[src/rtl/assert_macros.svh]
// ---------------------------------------------------------------------------
// assertion macros used by the rtl
// ---------------------------------------------------------------------------
`ifndef ASSERT_MACROS_SVH
`define ASSERT_MACROS_SVH

// antecedent holds now, consequent holds in the same cycle
`define ASSERT_SAME(label, clk, rst_n, ante, cons) \
    label: assert property (@(posedge clk) disable iff (!rst_n) (ante) |-> (cons)) \
        else $error("assertion failed");

// antecedent holds now, consequent sequence starts in the next cycle
`define ASSERT_NEXT(label, clk, rst_n, ante, cons) \
    label: assert property (@(posedge clk) disable iff (!rst_n) (ante) |=> cons) \
        else $error("assertion failed");

`endif

[src/rtl/cips_pkg.sv]
// ---------------------------------------------------------------------------
// cips_pkg
// constants, types and the side table of the checkbox icon pixel shader
// ---------------------------------------------------------------------------
package cips_pkg;

    localparam int COORD_W = 8;
    localparam int COLOR_W = 32;
    localparam int SIZE_W  = 3;
    localparam int SIDE_W  = 8;
    localparam int IDX_W   = 3;
    localparam int LIN_W   = 20;   // linear threshold terms
    localparam int DIFF_W  = 13;   // signed centre offsets, scaled by 10
    localparam int SQ_W    = 24;   // squared offsets and their sum

    // register indexes
    localparam logic [IDX_W-1:0] REG_SIZE_SELECT = 3'd0;
    localparam logic [IDX_W-1:0] REG_BACKGROUND  = 3'd1;
    localparam logic [IDX_W-1:0] REG_FOREGROUND  = 3'd2;
    localparam logic [IDX_W-1:0] REG_POSITIVE    = 3'd3;
    localparam logic [IDX_W-1:0] REG_NEGATIVE    = 3'd4;
    localparam logic [IDX_W-1:0] REG_UNCHECKED   = 3'd5;

    // size codes
    localparam logic [SIZE_W-1:0] SIZE_32  = 3'd0;
    localparam logic [SIZE_W-1:0] SIZE_64  = 3'd1;
    localparam logic [SIZE_W-1:0] SIZE_104 = 3'd2;
    localparam logic [SIZE_W-1:0] SIZE_152 = 3'd3;
    localparam logic [SIZE_W-1:0] SIZE_202 = 3'd4;

    // per-pixel classification carried down the pipe
    typedef struct packed {
        logic outside;   // margin, off the icon or no icon at all
        logic on_diag;   // on one of the cross stripes (circle not yet applied)
        logic on_tick;   // on either tick arm
    } shade_flags_t;

    function automatic logic [SIDE_W-1:0] side_of(input logic [SIZE_W-1:0] code);
        logic [SIDE_W-1:0] side;
        unique case (code)
            SIZE_32:  side = 8'd32;
            SIZE_64:  side = 8'd64;
            SIZE_104: side = 8'd104;
            SIZE_152: side = 8'd152;
            SIZE_202: side = 8'd202;
            default:  side = '0;
        endcase
        return side;
    endfunction

endpackage

[src/rtl/checkbox_icon_pixel_shader_unit.sv]
// ---------------------------------------------------------------------------
// checkbox_icon_pixel_shader_unit
// shades one pixel of a square checkbox icon in its unchecked, ticked and
// crossed images
// ---------------------------------------------------------------------------
// An item (column, row) is taken on every clock edge where start is high;
// busy never rises, so one item per cycle is sustained. Each item gives one
// result, with done high for one cycle; the item reaches done through the
// four register stages, one after another in this order (input capture,
// threshold compares, squaring of the centre offsets, circle test and color
// select). The receiver cannot stall, so results leave in order and nothing
// is held back. Registers are written over the cfg port, which is always
// ready; write them only while no item is in flight. Index 0 is the size code
// (side 32, 64, 104, 152 or 202 pixels; codes 5 to 7 give an all-background
// icon), indexes 1 to 5 are the background, foreground, tick, cross and
// unchecked fill colors. Other indexes are ignored. A pixel off the icon or in
// the ten percent margin takes the background color in all three images.
// ---------------------------------------------------------------------------
module checkbox_icon_pixel_shader_unit
    import cips_pkg::*;
(
    input  logic                  clk,
    input  logic                  rst_n,
    // item channel
    input  logic                  start,
    output logic                  busy,
    input  logic [COORD_W-1:0]    column,
    input  logic [COORD_W-1:0]    row,
    // result channel
    output logic                  done,
    output logic [COLOR_W-1:0]    unchecked_pixel,
    output logic [COLOR_W-1:0]    checked_pixel,
    output logic [COLOR_W-1:0]    crossed_pixel,
    // register write channel
    input  logic                  cfg_valid,
    output logic                  cfg_ready,
    input  logic [IDX_W-1:0]      cfg_index,
    input  logic [COLOR_W-1:0]    cfg_data
);

    // configuration registers
    logic [SIZE_W-1:0]  size_select_reg;
    logic [COLOR_W-1:0] background_reg;
    logic [COLOR_W-1:0] foreground_reg;
    logic [COLOR_W-1:0] positive_reg;
    logic [COLOR_W-1:0] negative_reg;
    logic [COLOR_W-1:0] unchecked_fill_reg;

    // stage 1: captured coordinates
    logic               v1_reg;
    logic [COORD_W-1:0] col_reg;
    logic [COORD_W-1:0] row_reg;

    // stage 2: linear compares and centre offsets
    logic                     v2_reg;
    shade_flags_t             flags2_reg;
    shade_flags_t             flags2_next;
    logic signed [DIFF_W-1:0] dx_reg;
    logic signed [DIFF_W-1:0] dy_reg;
    logic signed [DIFF_W-1:0] dx_next;
    logic signed [DIFF_W-1:0] dy_next;
    logic [SIDE_W-1:0]        side2_reg;

    // stage 3: squares
    logic              v3_reg;
    shade_flags_t      flags3_reg;
    logic [SQ_W-1:0]   sqx_reg;
    logic [SQ_W-1:0]   sqy_reg;
    logic [SQ_W-1:0]   sqx_next;
    logic [SQ_W-1:0]   sqy_next;
    logic [2*SIDE_W-1:0] ss_reg;

    // stage 4: output
    logic               done_reg;
    logic [COLOR_W-1:0] unchecked_reg;
    logic [COLOR_W-1:0] checked_reg;
    logic [COLOR_W-1:0] crossed_reg;
    logic [COLOR_W-1:0] unchecked_next;
    logic [COLOR_W-1:0] checked_next;
    logic [COLOR_W-1:0] crossed_next;

    logic in_circle;

    // the pipe never stalls and the receiver cannot push back
    assign busy      = 1'b0;
    assign cfg_ready = 1'b1;

    // ------------------------------------------------------------------
    // register file
    // ------------------------------------------------------------------
    always_ff @(posedge clk or negedge rst_n)
    begin
        if (!rst_n)
        begin
            size_select_reg    <= '0;
            background_reg     <= '0;
            foreground_reg     <= '0;
            positive_reg       <= '0;
            negative_reg       <= '0;
            unchecked_fill_reg <= '0;
        end
        else if (cfg_valid && cfg_ready)
        begin
            unique case (cfg_index)
                REG_SIZE_SELECT: size_select_reg    <= cfg_data[SIZE_W-1:0];
                REG_BACKGROUND:  background_reg     <= cfg_data;
                REG_FOREGROUND:  foreground_reg     <= cfg_data;
                REG_POSITIVE:    positive_reg       <= cfg_data;
                REG_NEGATIVE:    negative_reg       <= cfg_data;
                REG_UNCHECKED:   unchecked_fill_reg <= cfg_data;
                default:         ;
            endcase
        end
    end

    // ------------------------------------------------------------------
    // stage 2 logic: every threshold is divided through by 100, 50 or 250
    // (the 251 and 1251 arm terms keep the scale of 1000) so that it is an exact integer compare against the side s
    // ------------------------------------------------------------------
    always_comb
    begin
        logic [SIDE_W-1:0] side;
        logic              size_ok;
        logic [LIN_W-1:0]  s;
        logic [LIN_W-1:0]  c;
        logic [LIN_W-1:0]  r;
        logic [LIN_W-1:0]  c10;
        logic [LIN_W-1:0]  r10;
        logic [LIN_W-1:0]  cr;
        logic [LIN_W-1:0]  cr10;
        logic [LIN_W-1:0]  cr20;
        logic [LIN_W-1:0]  s5;
        logic              margin;
        logic              diag1;
        logic              diag2;
        logic              right_arm;
        logic              left_arm;
        logic [LIN_W-1:0]  dxw;
        logic [LIN_W-1:0]  dyw;

        side    = side_of(size_select_reg);
        size_ok = (size_select_reg <= SIZE_202);
        s       = LIN_W'(side);
        c       = LIN_W'(col_reg);
        r       = LIN_W'(row_reg);
        c10     = c * 20'd10;
        r10     = r * 20'd10;
        cr      = c + r;
        cr10    = cr * 20'd10;
        cr20    = cr * 20'd20;
        s5      = s * 20'd5;

        // ten percent margin and off-icon pixels
        margin = (c10 < s) || (c10 > s * 20'd9) ||
                 (r10 < s) || (r10 > s * 20'd9) ||
                 (c >= s) || (r >= s);

        // cross stripes, half width 0.1 around both diagonals
        diag1 = (c10 < r10 + s) && (c10 + s > r10);
        diag2 = (s * 20'd9 < cr10) && (s * 20'd11 > cr10);

        // tick arms
        right_arm = (s * 20'd21 < cr20) && (s5 > cr * 20'd4) &&
                    (c * 20'd20 < s * 20'd17) &&
                    (r * 20'd1000 < c * 20'd1000 + s * 20'd251);
        left_arm  = (c * 20'd4 + s < r * 20'd4) &&
                    (c * 20'd20 + s * 20'd9 > r * 20'd20) &&
                    (c * 20'd20 > s * 20'd3) &&
                    (cr * 20'd1000 < s * 20'd1251);

        flags2_next.outside = !size_ok || margin;
        flags2_next.on_diag = diag1 || diag2;
        flags2_next.on_tick = right_arm || left_arm;

        // centre offsets scaled by 10, they fit a signed 13-bit value
        dxw     = s5 - c10;
        dyw     = s5 - r10;
        dx_next = $signed(dxw[DIFF_W-1:0]);
        dy_next = $signed(dyw[DIFF_W-1:0]);
    end

    // stage 3 logic: one square per axis
    always_comb
    begin
        logic signed [SQ_W-1:0] dxe;
        logic signed [SQ_W-1:0] dye;
        logic signed [SQ_W-1:0] px;
        logic signed [SQ_W-1:0] py;

        dxe      = SQ_W'(dx_reg);
        dye      = SQ_W'(dy_reg);
        px       = dxe * dxe;
        py       = dye * dye;
        sqx_next = $unsigned(px);
        sqy_next = $unsigned(py);
    end

    // stage 4 logic: circle of radius 0.4 (40 s / 10 squared = 16 s^2) and color pick
    assign in_circle = (sqx_reg + sqy_reg) < {4'b0000, ss_reg, 4'b0000};

    always_comb
    begin
        if (flags3_reg.outside)
        begin
            unchecked_next = background_reg;
            checked_next   = background_reg;
            crossed_next   = background_reg;
        end
        else
        begin
            unchecked_next = unchecked_fill_reg;
            checked_next   = flags3_reg.on_tick ? positive_reg : foreground_reg;
            crossed_next   = (flags3_reg.on_diag && in_circle) ? negative_reg
                                                               : foreground_reg;
        end
    end

    // ------------------------------------------------------------------
    // valid bits travel with the data
    // ------------------------------------------------------------------
    always_ff @(posedge clk or negedge rst_n)
    begin
        if (!rst_n)
        begin
            v1_reg   <= 1'b0;
            v2_reg   <= 1'b0;
            v3_reg   <= 1'b0;
            done_reg <= 1'b0;
        end
        else
        begin
            v1_reg   <= start && !busy;
            v2_reg   <= v1_reg;
            v3_reg   <= v2_reg;
            done_reg <= v3_reg;
        end
    end

    // payload stages, no reset needed
    always_ff @(posedge clk)
    begin
        col_reg       <= column;
        row_reg       <= row;
        flags2_reg    <= flags2_next;
        dx_reg        <= dx_next;
        dy_reg        <= dy_next;
        side2_reg     <= side_of(size_select_reg);
        flags3_reg    <= flags2_reg;
        sqx_reg       <= sqx_next;
        sqy_reg       <= sqy_next;
        ss_reg        <= side2_reg * side2_reg;
        unchecked_reg <= unchecked_next;
        checked_reg   <= checked_next;
        crossed_reg   <= crossed_next;
    end

    assign done            = done_reg;
    assign unchecked_pixel = unchecked_reg;
    assign checked_pixel   = checked_reg;
    assign crossed_pixel   = crossed_reg;

    // ------------------------------------------------------------------
    // assertions
    // ------------------------------------------------------------------
    `include "assert_macros.svh"

    // every accepted item comes out as a result
    `ASSERT_NEXT(a_item_latency, clk, rst_n, start && !busy, ##3 done)
    // no result without a matching accepted item earlier
    `ASSERT_SAME(a_no_phantom, clk, rst_n, done, $past(start && !busy, 4))
    // a pixel off the box shows the same color in all three images
    `ASSERT_NEXT(a_margin_uniform, clk, rst_n, v3_reg && flags3_reg.outside,
        (checked_pixel == unchecked_pixel) && (crossed_pixel == unchecked_pixel))

endmodule

[config.mk]
export PLATFORM = sky130hd
export DESIGN_NAME = checkbox_icon_pixel_shader_unit
export DESIGN_NICKNAME = d
export VERILOG_FILES = /design/src/rtl/cips_pkg.sv /design/src/rtl/checkbox_icon_pixel_shader_unit.sv
export VERILOG_INCLUDE_DIRS = /design/src /design/src/rtl
export SDC_FILE = /design/constraint.sdc
export NUM_CORES = 2
export LEC_CHECK = 0
export ABC_AREA = 1
export BUFFER_PORTS_ARGS = -buffer_cell sky130_fd_sc_hd__buf_2
export CORE_ASPECT_RATIO = 0.75
export CORE_UTILIZATION = 51
export CTS_BUF_LIST = sky130_fd_sc_hd__clkbuf_8
export CTS_CLUSTER_DIAMETER = 120
export DETAILED_ROUTE_END_ITERATION = 10
export GPL_ROUTABILITY_DRIVEN = 0
export GPL_TIMING_DRIVEN = 1
export PLACE_DENSITY = 0.71
export SKIP_LAST_GASP = 1
export SLEW_MARGIN = 20
export SYNTH_ARGS = -nofsm -noshare
export SYNTH_HDL_FRONTEND = slang
export SYNTH_SLANG_ARGS = --single-unit
[constraint.sdc]
create_clock -name clk -period 7.3 [get_ports clk]
set_input_delay 1.46 -clock clk [delete_from_list [all_inputs] [get_ports clk]]
set_output_delay 1.46 -clock clk [all_outputs]
set_load 0.02 [all_outputs]
[After elaboration in Yosys (flattened, before gate mapping)]
Cells that the tools add are included.
Word-level totals
  input bits: 55
  RAM bits: 0
  flip-flop bits (word level): 383
  bits in latches: 0
  memory bits (read-only): 0
  output and inout bits: 99
  word-level logic and storage cells: 117
  memories kept: 0
Cells by class
  shift operators: 0
  order comparisons: 20
  $mul: 20
  reductions and logical operators: 26
  add/subtract/negate cells: 9
  bitwise gates (word level): 0
  multiplexer cells: 6
  equal/unequal tests: 9
  div/mod/pow operators: 0
Operators by type and width (count)
  2-to-1 mux 32 bit: 5
  multiplier 8 x 3 -> 11 bit (second input constant): 5
  multiplier 13 x 13 -> 24 bit: 2
  case mux 8 bit (5 select lines): 1
  multiplier 8 x 7 -> 15 bit (second input constant): 2
  adder 12 x 8 -> 13 bit: 2
  less-than comparator 12 x 13 -> 1 bit: 2
  multiplier 8 x 5 -> 13 bit (second input constant): 2
  subtractor 11 x 12 -> 13 bit: 2
  adder 24 bit: 1
  > comparator 12 bit: 2
  less-than comparator 12 x 8 -> 1 bit: 2
  less-than comparator 24 x 20 -> 1 bit: 1
  multiplier 8 x 4 -> 12 bit (second input constant): 2
  multiplier 9 x 3 -> 12 bit (second input constant): 2
  adder 18 x 16 -> 19 bit: 1
  less-than comparator 18 x 19 -> 1 bit: 1
  less-than comparator 19 bit: 1
  multiplier 8 x 11 -> 19 bit (second input constant): 1
  >= comparator 8 bit: 2
  multiplier 8 x 8 -> 16 bit: 1
  multiplier 8 x 8 -> 16 bit (second input constant): 1
  multiplier 9 x 7 -> 16 bit (second input constant): 1
  adder 13 x 12 -> 14 bit: 1
  other kinds (20): 47

[Logic depth before layout (Yosys ltp)]
  depth after elaboration: 10
  mapped depth: 40
  depth with buffers taken out: 40

[Worst setup path before layout]
Ideal clock, no wire load.
  path kind: flip-flop to flip-flop
  start point: register col_reg[1]
  end point: register flags2_reg[0] (netlist bit)
  clock period less this slack: 7.170 ns
  path buffers: 0
  arrival time: 7.057 ns
  setup time: 0.112 ns
  cell stages (with the launch flop): 40
  setup slack: 0.130 ns
  required time: 7.188 ns
  cell sequence: dfxtp_1 -> fa_1 -> xor2_1 -> ha_1 -> fa_1 -> inv_1 -> fa_1 -> inv_1 -> ha_1 -> a21oi_1 -> nor2_1 -> nor2_1 -> xor2_1 -> inv_1 -> ha_1 -> fa_1 -> inv_1 -> fa_1 -> [... 4 more ...] -> nand2_1 -> o211ai_1 -> a21o_1 -> nand2_1 -> nand2_1 -> a21oi_1 -> nor2_1 -> nor2_1 -> xor2_1 -> ha_1 -> inv_1 -> nor2_1 -> and3_1 -> nand2_1 -> nor3_1 -> nor2_1 -> nand2_1 -> nand2_1
RTL lines
  from (decl): RTL line checkbox_icon_pixel_shader_unit.sv:51  | logic [COORD_W-1:0] col_reg;
  from (signal assigned): RTL line checkbox_icon_pixel_shader_unit.sv:242  | col_reg <= column;
  to (signal assigned): RTL line checkbox_icon_pixel_shader_unit.sv:244  | flags2_reg <= flags2_next;
  to (decl): RTL line checkbox_icon_pixel_shader_unit.sv:56  | shade_flags_t flags2_reg;

==> impl_metrics.toml <==
[status]
status = "finished clean"

[yosys]
syn_avg_cell_area_um2 = 8.41
ys_types = 53
ys_async_sr_fraction = 0.455
yosysSeqAreaShare = 0.219
syn_inst = 4443
synth_edf_count = 0
ys_ff_latch = 367
synth_area_mm2 = 0.0374
synth_top_flop_cell = "dfxtp_1"
yosys_warnings = 0

[sta]
fmax_mhz = 143
maxSlewHeadroom = 0.294
setup_violations = 0
fin_ws_ns = 0.327
post-route-period-util = 0.955
min_period_ns = 6.97
hold_viol = 0
finClkSkew_ns = 0.0475
worst_slew_pin_slew_ns = 1.06
maxSlewViolCount = 0

[worst_setup_path]
endpoint_kind = "register"
start_kind = "register"
cp.required_ns = 7.93
timing.rr.end = "flags2_reg[0]"
crit_fanout = 9
critPathSlowestCell = "fa_1"
crit_arrival_ns = 7.60
crit_path_max_incr_delay_ns = 0.59
reg2reg_from = "col_reg[3]"
r2r_slack_ns = 0.33
critPathKind = "reg2reg"
reg2reg_depth = 36

[clock_tree]
clkSlewWorstSetupHoldPaths_ns = 0.08
cts_sinks = 367
htree_levels = 2
clk_path_buf_depth = 3
numCtsBuffers = 59
cts_tree = "built"
cts-root-buf = "clkbuf_8"
clock_latency_ns = 0.68

[route]
vias = 29100
wl_mm = 90.5
wl_per_cell_um = 16.0
post-route-drc-count = 0
viasPerCell = 5.17
drt_pass1_iterations = 6
first_iter_violations = 2156
ant_nets = 0

[global_route]
grtUsageTotal = 0.247
grt_max_degree = 97
grt_remaining_overflow = 0
grt_first_pass_wirelength_mm = 148
grt_pass1_vias = 28700
antenna_found_initial = 3

[layout]
drive_gt1_frac = 0.0782
final_nets = 5671
final_cell_mix = "inv_1, nand2_1, ha_1, fa_1, o21ai_0"
mostFrequentLayoutCell = "inv_1"
n_fill_cell = 6470
syn_to_final_growth_pct = 9.30

[floorplan]
rows = 85
io_pins = 154
coreArea_mm2 = 0.0721
initial_utilization = 0.518
die_x_um = 315
die_area_mm2 = 0.0744
die_y_um = 236

[placed_design]
io_buffers = 151
dp_slack_ns = 0.0858
dpl.hpwl_mm = 70.8

[worst_hold_path]
worstHoldPathType = "reg2reg"
worstHoldEndpoint = "done"
hold_depth = 0
min_from = "v3_reg"

[run]
max-cap-violations = 0
==> cells in the mapped netlist (all sizes together), types with 2 or more instances <==
master | n | area, µm²
a211oi | 10 | 75.1
a21boi | 3 | 22.5
a21o | 24 | 180
a21oi | 211 | 1070
a221oi | 2 | 17.5
a311oi | 2 | 17.5
a31o | 2 | 17.5
a31oi | 20 | 125
and3 | 2 | 12.5
buf | 18 | 111
clkbuf | 78 | 293
conb | 2 | 7.51
dfrtp | 167 | 4180
dfxtp | 200 | 4000
fa | 344 | 6890
ha | 642 | 8030
inv | 932 | 3500
nand2 | 808 | 3040
nand3 | 116 | 598
nand3b | 2 | 15.0
nand4 | 55 | 344
nor2 | 180 | 691
nor3 | 22 | 120
nor4 | 9 | 62.6
o2111ai | 4 | 35.0
o211ai | 8 | 60.1
o21a | 6 | 45.0
o21ai | 311 | 1560
o21bai | 20 | 150
o31ai | 5 | 37.5
or2 | 9 | 56.3
xnor2 | 68 | 596
xor2 | 155 | 1380
==> worst max-delay path: cells and delay by family (launching register included) <==
| family | cells | cell delay (ns) |
|---|---|---|
| xor+xnor | 2 | 0.31 |
| flops | 1 | 0.36 |
| buf+inv | 6 | 0.42 |
| compound gates | 5 | 0.62 |
| fa+ha+maj | 11 | 4.17 |
| simple gates | 12 | 1.02 |
==> layout make-up <==
class	instances	area (µm²)	share of cell area
well taps	957	1200	0.0293
inverters	932	3500	0.0857
flip-flops and latches	367	8190	0.201
diodes	2	5.00	0.000123
clock buffers	70	963	0.0236
clock inverters	41	278	0.00680
repair buffers	212	1220	0.0300
multi-input cells	3058	25500	0.624
==> cells by family after synthesis <==
kind of cell,synth area share
muxes,0.000301
xor gates and xnor gates,0.0528
DFF,0.219
adders and majority gates,0.399
other,0.000201
and+or+nand+nor,0.132
AOI/OAI and AO/OA,0.0918
buffers and inverters,0.104
==> worst max-delay path by stage <==
| stage | start | endpoint | slack, ns |
|---|---|---|---|
| 2_1_floorplan | col_reg[1] | flags2_reg[0] | 0.13 |
| 3_3_place_gp | col_reg[2] | flags2_reg[0] | 0.15 |
| 3_5_place_dp | col_reg[1] | flags2_reg[0] | 0.09 |
| 4_1_cts | col_reg[1] | flags2_reg[0] | 0.04 |
| 5_1_grt | col_reg[1] | flags2_reg[0] | -0.06 |
| 6_report | col_reg[3] | flags2_reg[0] | 0.33 |
==> metrics by stage <==
| step | std cells | setup TNS (ns) | utilization | instance area, µm² | hold slack, ns |
|---|---|---|---|---|---|
| 2_1_floorplan | 4453 | 0 | - | 37400 | 0.310 |
| 3_3_place_gp | 5523 | 0 | 0.547 | 39400 | 0.333 |
| 3_5_place_dp | 5523 | 0 | 0.547 | 39400 | 0.335 |
| 4_1_cts | 5634 | 0 | 0.564 | 40700 | 0.348 |
| 5_1_grt | 5639 | -0.0586 | 0.567 | 40900 | 0.364 |
| 6_report | 5639 | 0 | 0.567 | 40900 | 0.349 |
==> what timing repair did <==
item / in CTS / in global routing
hold buffers: 0 / 0
resized for setup: 0 / 35
endpoints found under the setup margin: 0 / 1
setup buffers: 0 / 3
==> per-layer routing <==
layer  wire (µm)  GRT usage
met5          12          0
met4        2200     0.0634
met3        6090     0.0408
met2       38800      0.372
met1       43300      0.366
Power is not shown: default switching activity piles up to over one toggle a cycle in this logic, so the estimate is an artifact.
